`config.mk`:
```
export PLATFORM = sky130hd
export DESIGN_NAME = morse_letter_keyer_core
export DESIGN_NICKNAME = d
export VERILOG_FILES = /design/src/rtl/mlk_pkg.sv /design/src/rtl/mlk_front.sv /design/src/rtl/mlk_queue.sv /design/src/rtl/mlk_back.sv /design/src/rtl/morse_letter_keyer_core.sv
export SDC_FILE = /design/constraint.sdc
export NUM_CORES = 1
export LEC_CHECK = 0
export BUFFER_PORTS_ARGS = -buffer_cell sky130_fd_sc_hd__clkbuf_2
export CAP_MARGIN = 20
export CELL_PAD_IN_SITES_DETAIL_PLACEMENT = 2
export CELL_PAD_IN_SITES_GLOBAL_PLACEMENT = 2
export CORE_MARGIN = 2
export CORE_UTILIZATION = 25
export DETAILED_ROUTE_END_ITERATION = 8
export PLACE_DENSITY = 0.52
export SYNTH_ARGS = -nofsm -noshare
export SYNTH_HDL_FRONTEND = slang
export SYNTH_SLANG_ARGS = --single-unit
```
`constraint.sdc`:
```
create_clock -name clk -period 2.8 [get_ports clk]
set_clock_uncertainty 0.05 [all_clocks]
set_input_delay 0.42 -clock clk [delete_from_list [all_inputs] [get_ports clk]]
set_output_delay 0.42 -clock clk [all_outputs]
set_load 0.01 [all_outputs]
```
`src/rtl/mlk_pkg.sv`:
```
// Shared types, constants and the Morse table for the letter keyer.
`timescale 1ns / 1ps
package mlk_pkg;

	localparam int CHAR_W = 8;
	localparam int DUR_W = 16;
	localparam int CFG_IDX_W = 2;
	localparam int QUEUE_DEPTH_DEF = 2;

	// Register indexes on the configuration port
	localparam logic [CFG_IDX_W-1:0] REG_DOT = 2'd0;
	localparam logic [CFG_IDX_W-1:0] REG_DASH = 2'd1;
	localparam logic [CFG_IDX_W-1:0] REG_GAP = 2'd2;

	// Register reset values
	localparam logic [DUR_W-1:0] DOT_RESET = 16'd200;
	localparam logic [DUR_W-1:0] DASH_RESET = 16'd600;
	localparam logic [DUR_W-1:0] GAP_RESET = 16'd100;

	// Character codes
	localparam logic [CHAR_W-1:0] CHAR_LOWER_A = 8'h61;
	localparam logic [CHAR_W-1:0] CHAR_LOWER_Z = 8'h7A;
	localparam logic [CHAR_W-1:0] CHAR_UPPER_A = 8'h41;
	localparam logic [CHAR_W-1:0] CHAR_UPPER_Z = 8'h5A;
	localparam logic [CHAR_W-1:0] CASE_OFFSET = 8'h20;

	// One classified letter: symbol count and pattern, first symbol at bit count-1
	typedef struct packed {
		logic [2:0] count;
		logic [3:0] pattern;
	} mlk_entry_t;

	// Interval lengths from the configuration registers
	typedef struct packed {
		logic [DUR_W-1:0] dot;
		logic [DUR_W-1:0] dash;
		logic [DUR_W-1:0] gap;
	} mlk_cfg_t;

	typedef enum logic [1:0] {
		BK_IDLE,
		BK_ON,
		BK_OFF,
		BK_GAP
	} mlk_state_t;

	// Morse table: count in bits 6..4, pattern in bits 3..0, a one bit is a dash
	function automatic mlk_entry_t morse_lookup(input logic [4:0] idx);
		logic [7:0] code;
		mlk_entry_t e;
		case (idx)
			5'd0: code = 8'h21;
			5'd1: code = 8'h48;
			5'd2: code = 8'h4A;
			5'd3: code = 8'h34;
			5'd4: code = 8'h10;
			5'd5: code = 8'h42;
			5'd6: code = 8'h36;
			5'd7: code = 8'h40;
			5'd8: code = 8'h20;
			5'd9: code = 8'h47;
			5'd10: code = 8'h35;
			5'd11: code = 8'h44;
			5'd12: code = 8'h23;
			5'd13: code = 8'h22;
			5'd14: code = 8'h37;
			5'd15: code = 8'h46;
			5'd16: code = 8'h4D;
			5'd17: code = 8'h32;
			5'd18: code = 8'h30;
			5'd19: code = 8'h11;
			5'd20: code = 8'h31;
			5'd21: code = 8'h41;
			5'd22: code = 8'h33;
			5'd23: code = 8'h49;
			5'd24: code = 8'h4B;
			5'd25: code = 8'h4C;
			default: code = 8'h10;
		endcase
		e.count = code[6:4];
		e.pattern = code[3:0];
		return e;
	endfunction

endpackage

```
`src/rtl/mlk_front.sv`:
```
// Front end: takes a character request, folds case, classifies and looks up the letter.
`timescale 1ns / 1ps
module mlk_front
	import mlk_pkg::*;
(
	input  logic              clk,
	input  logic              arst_n,
	input  logic              start,
	input  logic [CHAR_W-1:0] char_code,
	output logic              busy,
	output logic              push_valid,
	output mlk_entry_t        push_entry,
	input  logic              push_ready
);

	logic              valid_s1;
	mlk_entry_t        entry_s1;
	logic [CHAR_W-1:0] upper;
	logic [CHAR_W-1:0] offset;
	logic              is_letter;
	logic              accept;

	// Fold lower case and check for a letter
	always_comb begin
		if (char_code >= CHAR_LOWER_A && char_code <= CHAR_LOWER_Z) begin
			upper = char_code - CASE_OFFSET;
		end else begin
			upper = char_code;
		end
		is_letter = (upper >= CHAR_UPPER_A) && (upper <= CHAR_UPPER_Z);
		offset = upper - CHAR_UPPER_A;
	end

	assign busy = valid_s1 && !push_ready;
	assign accept = start && !busy;
	assign push_valid = valid_s1;
	assign push_entry = entry_s1;

	// Hold the classified letter until the queue takes it; drop non-letters
	always_ff @(posedge clk or negedge arst_n) begin
		if (!arst_n) begin
			valid_s1 <= 1'b0;
		end else if (accept) begin
			valid_s1 <= is_letter;
		end else if (push_ready) begin
			valid_s1 <= 1'b0;
		end
	end

	always_ff @(posedge clk) begin
		if (accept) begin
			entry_s1 <= morse_lookup(offset[4:0]);
		end
	end

endmodule

```
`src/rtl/mlk_queue.sv`:
```
// Short queue of classified letters between front and back end.
`timescale 1ns / 1ps
module mlk_queue
	import mlk_pkg::*;
#(
	parameter int DEPTH = QUEUE_DEPTH_DEF
) (
	input  logic       clk,
	input  logic       arst_n,
	input  logic       push_valid,
	input  mlk_entry_t push_entry,
	output logic       push_ready,
	output logic       pop_valid,
	output mlk_entry_t pop_entry,
	input  logic       pop_ready
);

	localparam int PTR_W = $clog2(DEPTH);
	localparam int CNT_W = $clog2(DEPTH + 1);
	localparam logic [PTR_W-1:0] PTR_LAST = PTR_W'(DEPTH - 1);
	localparam logic [CNT_W-1:0] CNT_FULL = CNT_W'(DEPTH);

	mlk_entry_t       mem_q [DEPTH];
	logic [PTR_W-1:0] wr_ptr_q;
	logic [PTR_W-1:0] rd_ptr_q;
	logic [CNT_W-1:0] cnt_q;
	logic             push;
	logic             pop;

	assign push_ready = (cnt_q != CNT_FULL);
	assign pop_valid = (cnt_q != '0);
	assign pop_entry = mem_q[rd_ptr_q];
	assign push = push_valid && push_ready;
	assign pop = pop_valid && pop_ready;

	// Store the incoming entry
	always_ff @(posedge clk) begin
		if (push) begin
			mem_q[wr_ptr_q] <= push_entry;
		end
	end

	// Advance pointers and fill count
	always_ff @(posedge clk or negedge arst_n) begin
		if (!arst_n) begin
			wr_ptr_q <= '0;
			rd_ptr_q <= '0;
			cnt_q <= '0;
		end else begin
			if (push) begin
				wr_ptr_q <= (wr_ptr_q == PTR_LAST) ? '0 : wr_ptr_q + 1'b1;
			end
			if (pop) begin
				rd_ptr_q <= (rd_ptr_q == PTR_LAST) ? '0 : rd_ptr_q + 1'b1;
			end
			if (push && !pop) begin
				cnt_q <= cnt_q + 1'b1;
			end else if (pop && !push) begin
				cnt_q <= cnt_q - 1'b1;
			end
		end
	end

endmodule

```
`src/rtl/mlk_back.sv`:
```
// Back end: plays letters as on, off and gap intervals, one per cycle while keying.
`timescale 1ns / 1ps
module mlk_back
	import mlk_pkg::*;
(
	input  logic             clk,
	input  logic             arst_n,
	input  mlk_cfg_t         cfg,
	input  logic             pop_valid,
	input  mlk_entry_t       pop_entry,
	output logic             pop_ready,
	output logic             strobe,
	output logic             led_on,
	output logic [DUR_W-1:0] duration_ms,
	output logic             last
);

	mlk_state_t state_q;
	mlk_state_t state_d;
	logic [3:0] pattern_q;
	logic [1:0] idx_q;
	logic       dash;
	logic       load;

	assign dash = pattern_q[idx_q];
	assign load = pop_valid && pop_ready;

	// Next state and result outputs
	always_comb begin
		state_d = state_q;
		pop_ready = 1'b0;
		strobe = 1'b0;
		led_on = 1'b0;
		last = 1'b0;
		duration_ms = dash ? cfg.dash : cfg.dot;
		case (state_q)
			BK_IDLE: begin
				pop_ready = 1'b1;
				if (pop_valid) begin
					state_d = BK_ON;
				end
			end
			BK_ON: begin
				strobe = 1'b1;
				led_on = 1'b1;
				state_d = BK_OFF;
			end
			BK_OFF: begin
				strobe = 1'b1;
				state_d = (idx_q == 2'd0) ? BK_GAP : BK_ON;
			end
			BK_GAP: begin
				strobe = 1'b1;
				last = 1'b1;
				duration_ms = cfg.gap;
				pop_ready = 1'b1;
				state_d = pop_valid ? BK_ON : BK_IDLE;
			end
			default: begin
				state_d = BK_IDLE;
			end
		endcase
	end

	always_ff @(posedge clk or negedge arst_n) begin
		if (!arst_n) begin
			state_q <= BK_IDLE;
		end else begin
			state_q <= state_d;
		end
	end

	// Load a new letter, step down one symbol after each off interval
	always_ff @(posedge clk or negedge arst_n) begin
		if (!arst_n) begin
			idx_q <= 2'd0;
		end else if (load) begin
			idx_q <= pop_entry.count[1:0] - 2'd1;
		end else if (state_q == BK_OFF && idx_q != 2'd0) begin
			idx_q <= idx_q - 2'd1;
		end
	end

	always_ff @(posedge clk) begin
		if (load) begin
			pattern_q <= pop_entry.pattern;
		end
	end

endmodule

```
`src/rtl/morse_letter_keyer_core.sv`:
```
// Morse letter keyer: configuration registers, front end, letter queue and back end.
// A letter passes the front stage, the queue and the back end's state register before
// its first interval shows. Results come one per cycle while a letter plays; the back
// end keys an on and off pair per symbol and a closing gap; non-letters key nothing.
// busy rises when the letter queue and the front stage are both full.
// Reset clears the queue, the sequencer and sets dot 200, dash 600, gap 100 ms.
`timescale 1ns / 1ps
module morse_letter_keyer_core
	import mlk_pkg::*;
#(
	parameter int QUEUE_DEPTH = QUEUE_DEPTH_DEF
) (
	input  logic                 clk,
	input  logic                 arst_n,
	input  logic                 start,
	output logic                 busy,
	input  logic [CHAR_W-1:0]    char_code,
	output logic                 strobe,
	output logic                 led_on,
	output logic [DUR_W-1:0]     duration_ms,
	output logic                 last,
	input  logic                 cfg_valid,
	output logic                 cfg_ready,
	input  logic [CFG_IDX_W-1:0] cfg_index,
	input  logic [DUR_W-1:0]     cfg_data
);

	mlk_cfg_t   cfg_q;
	logic       push_valid;
	logic       push_ready;
	mlk_entry_t push_entry;
	logic       pop_valid;
	logic       pop_ready;
	mlk_entry_t pop_entry;

	assign cfg_ready = 1'b1;

	// Write configuration registers; unknown indexes are ignored
	always_ff @(posedge clk or negedge arst_n) begin
		if (!arst_n) begin
			cfg_q.dot <= DOT_RESET;
			cfg_q.dash <= DASH_RESET;
			cfg_q.gap <= GAP_RESET;
		end else if (cfg_valid && cfg_ready) begin
			case (cfg_index)
				REG_DOT: cfg_q.dot <= cfg_data;
				REG_DASH: cfg_q.dash <= cfg_data;
				REG_GAP: cfg_q.gap <= cfg_data;
				default: begin
				end
			endcase
		end
	end

	mlk_front u_front (
		.clk        (clk),
		.arst_n     (arst_n),
		.start      (start),
		.char_code  (char_code),
		.busy       (busy),
		.push_valid (push_valid),
		.push_entry (push_entry),
		.push_ready (push_ready)
	);

	mlk_queue #(
		.DEPTH (QUEUE_DEPTH)
	) u_queue (
		.clk        (clk),
		.arst_n     (arst_n),
		.push_valid (push_valid),
		.push_entry (push_entry),
		.push_ready (push_ready),
		.pop_valid  (pop_valid),
		.pop_entry  (pop_entry),
		.pop_ready  (pop_ready)
	);

	mlk_back u_back (
		.clk         (clk),
		.arst_n      (arst_n),
		.cfg         (cfg_q),
		.pop_valid   (pop_valid),
		.pop_entry   (pop_entry),
		.pop_ready   (pop_ready),
		.strobe      (strobe),
		.led_on      (led_on),
		.duration_ms (duration_ms),
		.last        (last)
	);

endmodule

```
==> results of run 1 <==
how the worst min path moves through the flow:
stage	to	slack, ns	depth (start not counted)
2_1_floorplan	cfg_q[0]	0.07	0
3_3_place_gp	u_queue.mem_q[0][0]	0.38	0
3_5_place_dp	u_queue.mem_q[0][0]	0.39	0
4_1_cts	cfg_q[1]	0.22	2
5_1_grt	cfg_q[4]	0.26	2
6_report	cfg_q[4]	0.19	2
kinds of logic (layout without fill, tap and decap cells):
family | count (synthesis) | in the layout | synth area share, %
other | 1 | 1 | 0.0904
and+or+nand+nor | 74 | 74 | 9.01
AOI/OAI and AO/OA | 64 | 64 | 9.53
xor gates and xnor gates | 12 | 12 | 2.89
buffers and inverters | 32 | 91 | 3.38
muxes | 73 | 73 | 19.5
DFF | 79 | 79 | 50.6
adders and majority gates | 17 | 17 | 5.03
metrics by stage:
stage / cell area (µm²) / std cells / power, W / setup WS, ns
after global routing: 4980 / 631 / 0.00482 / 0.167
after global placement: 4650 / 612 / 0.00322 / 0.401
after CTS: 4950 / 628 / 0.00450 / 0.100
after detailed placement: 4650 / 612 / 0.00329 / 0.320
after floorplan: 4150 / 352 / 0.00274 / 0.518
final: 4980 / 631 / 0.00448 / 0.282
critical path, cell delays in order (launching register included):
cell      delay [ns]
dfrtp_1         0.39
mux4_2          0.60
buf_12          0.18
mux2i_1         0.12
o21ai_0         0.23
clkbuf_2        0.19
cell usage after synthesis, types with 2 or more instances:
master / n
a21oi_1: 8
a31oi_1: 6
nor2_1: 14
buf_2: 7
nand2_1: 30
nor3_1: 3
clkbuf_1: 9
nand3b_1: 4
or2_2: 3
nor2b_1: 2
o211ai_1: 2
dfrtp_1: 47
mux2i_1: 20
mux2_2: 52
a211oi_1: 4
xnor2_1: 5
nand2b_1: 5
edfxtp_1: 22
xor2_1: 5
o21ai_0: 30
nand3_1: 7
buf_4: 3
a21o_1: 2
inv_1: 13
ha_1: 15
dfstp_2: 10
power breakdown:
| part | switching [W] | internal (W) |
|---|---|---|
| clock | 0.000467 | 0.000693 |
| sequential | 0.000176 | 0.00149 |
| combinational | 0.000878 | 0.000778 |
area by class of cell:
| type | count | area [µm²] |
|---|---|---|
| Fill cell | 1772 | 11400 |
| Multi-Input combinational cell | 241 | 1910 |
| Inverter | 13 | 48.8 |
| Clock inverter | 5 | 58.8 |
| Timing Repair Buffer | 62 | 355 |
| Tap cell | 220 | 275 |
| Clock buffer | 11 | 233 |
| Sequential cell | 79 | 2100 |
metal layers:
metal | routed length [µm] | up-vias
met5 | 0 | -
met4 | 170 | 0
met3 | 319 | 10
met2 | 5370 | 48
met1 | 4580 | 1457
li1 | - | 1363
cells in the final DEF, fill, tap and decap left out, types with 2 or more instances in the layout:
master	instances
xnor2_1	5
o21ai_0	30
nand2b_1	5
mux2_2	52
a31oi_1	6
nand2_1	30
clkbuf_16	9
buf_4	12
inv_1	13
ha_1	15
mux2i_1	20
a21oi_1	8
nor2b_1	2
nand3b_1	4
clkbuf_1	2
a21o_1	2
xor2_1	5
clkinvlp_4	2
clkbuf_2	49
o211ai_1	2
a211oi_1	4
dfstp_2	10
nand3_1	7
or2_2	3
nor2_1	14
dfrtp_1	47
edfxtp_1	22
nor3_1	3
what timing repair did:
action / 4_1_cts / 5_1_grt
setup buffers: 0 / 3
resized for setup: 0 / 0
setup endpoints to repair: 0 / 1
flip-flops by register name, summed over array words and instances (netlist names):
signal              cells
cfg_q                  48
u_front.push_valid      1
u_queue.cnt_q           2
u_queue.rd_ptr_q        1
u_back.idx_q            2
u_back.state_q          2
u_queue.wr_ptr_q        1
u_queue.mem_q          12
u_back.pattern_q        4
u_front.push_entry      6
==> metrics, run 1 <==
first-pass GRT wire length 17.4 mm; dpl hpwl 7.53 mm; DRC errors left 0; Hold Buf Count CTS 0; setup violators final 0; via/cell ratio 4.56; CTS tree built; busiest grt layer met2; area grow syn2layout 20.0%; CP Launch Type flop; result of the run complete, no violations; distinct cell type count after synthesis 50; Die H 133 µm; pin count of the biggest net entering global routing 58; post-layout util 30.4%; sequential share of the synthesized area 50.6%; post-synthesis register bit count 79; DR vias 2878; Avg Cell Area, Syn 11.8 µm²; core area 16400 µm²; clock root buffer clkbuf_16; ANT nets after route 0; share of layout cells above drive strength 1 36.5%; # port buffers 49; Synth Instances 352; crit path to duration_ms[15]; Worst Reg2Reg Path Length in Cells 7; Synth Flop Type dfrtp_1; Leak Pwr 2.09 nW; IO Pins 51; Setup TNS 0 ns; VDD IR max 0.000279 V; row cnt 47; clock sinks 79; initial core utilization 25.3%; Worst Hold Class in -> async; Worst-path clk slew 0.06 ns; first-pass detailed-route iteration total 4; top cell type's share of synthesized area 28.3%; overflow left after global routing 0; Crit path arrival time 2.05 ns; Synth Warn # 0; Bufs on Longest Clock Path 2; Peak Freq 0.397 GHz; normalized max-slew margin 48.3%; antenna cells 0; worst-path fanout max 7; Max H-tree Level 3; Final Max Slew Viols 0; Worst Max-Slew Pin Slew 0.776 ns; Final Hold Viols 0; nets 451; grt met3 use 2.76%; gpl congestion 0.795; Cell Area, Synth 4150 µm²; Critical Path RT 2.33 ns; clk_lat worst skew 0.33 ns; mean routed wirelength per cell 16.5 µm; Iteration-0 DRC Markers 98; number of global-route vias before repair 3280; RR Startpoint u_back.state_q[0]; Critical R2R Capture u_queue.cnt_q[1]; ys async rst share 72.2%; RSZ-0062 raised after global routing no; Die Width 133 µm; period utilization 89.9%; syn nets 397; PwrDens 899 nW/µm²; initial antenna violation count 0; flop2flop setup slack 0.79 ns; crit path kind reg -> out; maxcap violations 0; post-route minimum period 2.52 ns; M1 GR Usage 14.9%; Post-Route WL 10.4 mm; hold slack 0.193 ns; Post-synth EDFFs 22; DIE AREA 17600 µm²; Worst setup EP type output port; Global Route Usage Sum 12.6%; CTS Buf Count 9; area leader, netlist dfrtp_1; largest cells by area after synthesis dfrtp_1 (28%), edfxtp_1 (16%), mux2_2 (14%); met2 Track Usage GR 22.5%; Critical path origin u_back.idx_q[0]
Power figures use the tool's default switching activity.
==> inputs of run 2 (changes only) <==
==> constraint.sdc (replaced) <==
create_clock -name clk -period 2.8 [get_ports clk]
set_clock_uncertainty 0.05 [all_clocks]
set_input_delay 0.14 -clock clk [delete_from_list [all_inputs] [get_ports clk]]
set_output_delay 0.14 -clock clk [all_outputs]
set_load 0.01 [all_outputs]
==> run 2 against run 1 <==
Cell count is 0.48% lower; utilization is 0.21 points lower; total power is 2.9% lower; non-clock buffer count is 3 lower; final area is 0.68% lower; sequential power hardly changed; register-to-register slack worse by 0.02 ns; first-iteration DRC count is 11% lower.
==> metrics, run 2 (synthesis results as in run 1) <==
result of the run complete, no violations; clk_lat worst skew 0.33 ns; Sw Pwr 0.00148 W; dpl hpwl 7.08 mm; VDD IR max 0.000274 V; share of layout cells above drive strength 1 36.0%; clock sinks 79; Final Hold Viols 0; # port buffers 49; CTS Buf Count 9; initial antenna violation count 0; row cnt 47; Iteration-0 DRC Markers 87; Worst-path clk slew 0.06 ns; Crit path arrival time 2.17 ns; DRC errors left 0; IO Pins 51; core area 16400 µm²; mean routed wirelength per cell 15.7 µm; Die Width 133 µm; maxcap violations 0; Critical Path RT 2.61 ns; Final Max Slew Viols 0; pin count of the biggest net entering global routing 58; ANT nets after route 0; Max H-tree Level 3; post-route minimum period 2.36 ns; RSZ-0062 raised after global routing no; max reg flops 48; Top reg by flops cfg_q; number of global-route vias before repair 3122; CTS tree built; nets 448; most common cell after layout, fill and taps aside mux2_2; crit path kind reg -> out; Worst setup EP type output port; clock root buffer clkbuf_16; post-CTS sizing 0; Clock power frac 26.2%; PwrDens 879 nW/µm²; area grow syn2layout 19.2%; period utilization 84.2%; commonest cells after routing, fill and taps aside mux2_2 (52), clkbuf_2 (49), dfrtp_1 (47); setup violators final 0; Bufs on Longest Clock Path 2; CP Launch Type flop; hold slack 0.0236 ns; normalized max-slew margin 49.3%; first-pass GRT wire length 16.5 mm; first-pass detailed-route iteration total 4; switching share of total power 34.0%; Worst Hold Class in -> reg; via/cell ratio 4.55; FILL cells 1743; Leak Pwr 2.07 nW; Global Route Usage Sum 12.1%; Peak Freq 0.424 GHz; gpl congestion 0.760; Gate power share 35.6%; overflow left after global routing 0; Die H 133 µm; worst-path fanout max 16; DR vias 2859; Setup TNS 0 ns; antenna cells 0; Post-Route WL 9.88 mm; Sequential Power Share 38.2%; P_int 0.00287 W; DIE AREA 17600 µm²; Worst Max-Slew Pin Slew 0.760 ns; initial core utilization 25.3%
## run 2: cell count changes in the layout (fill, tap and decap cells not counted), sizes merged
cell | previous run | this run
buf | 13 | 9
clkbuf | 60 | 59
clkinv | 1 | 4
clkinvlp | 2 | 1
dlygate4sd3 | 0 | 1
inv | 14 | 13
## run 2: critical path, cell delays in order, from the launching register on
cell and delay (ns):
dfrtp_1 0.41, mux4_2 0.82, mux2i_1 0.20, o21ai_0 0.21, clkbuf_2 0.18
## run 2: final timing paths
| check | from | slack (ns) | end | depth (start not counted) |
|---|---|---|---|---|
| max | u_back.idx_q[0] | 0.44 | duration_ms[15] | 4 |
| min | cfg_data[11] | 0.02 | cfg_q[27] | 2 |
| max reg2reg | u_back.state_q[0] | 0.77 | u_queue.cnt_q[1] | 7 |
| min reg2reg | u_front.push_entry[0] | 0.40 | u_queue.mem_q[0][0] | 0 |
| max in group asynchronous | arst_n | 1.74 | cfg_q[13] | 3 |
| min in group asynchronous | arst_n | 0.45 | cfg_q[4] | 3 |
## run 2: layout make-up
cell class	count	area, µm²	area share [%]
clock inverters	6	61.3	1.24
well taps	220	275	5.56
clock buffers	10	229	4.63
multi-input cells	241	1910	38.6
repair buffers	59	323	6.53
inverters	13	48.8	0.986
flip-flops and latches	79	2100	42.4
## run 2: power groups by stage
stage | Sequential (W) | Clock (W) | Combinational [W]
after floorplan | 0.00161 | 0 | 0.00113
after global placement | 0.00167 | 0 | 0.00156
after detailed placement | 0.00169 | 0 | 0.00160
after CTS | 0.00167 | 0.00120 | 0.00160
after global routing | 0.00171 | 0.00125 | 0.00175
final | 0.00166 | 0.00114 | 0.00155
## run 2: per-stage QoR
| step | utilization [%] | setup slack (ns) | cell area (µm²) | power (W) | instances |
|---|---|---|---|---|---|
| finish | 30.2 | 0.442 | 4950 | 0.00435 | 628 |
| global route | 30.2 | 0.233 | 4950 | 0.00470 | 628 |
| CTS | 30.2 | 0.371 | 4950 | 0.00447 | 628 |
| detailed placement | 28.3 | 0.582 | 4650 | 0.00329 | 611 |
| global placement | 28.3 | 0.510 | 4650 | 0.00323 | 611 |
| floorplan | - | 0.798 | 4150 | 0.00274 | 352 |
## run 2: timing repair
| item | CTS | global route |
|---|---|---|
| setup endpoints to repair | 0 | 0 |
| buffers inserted | 0 | 0 |
| endpoints found under the hold margin | 47 | 0 |
| hold buffers | 1 | 0 |
## run 2: routing by layer
layer / global-route usage [%] / up-vias / wire [µm]
met5: 0 / - / 0
met4: 4.78 / 0 / 191
met3: 2.80 / 12 / 311
met2: 20.1 / 48 / 4940
met1: 15.2 / 1432 / 4430
li1: - / 1367 / -
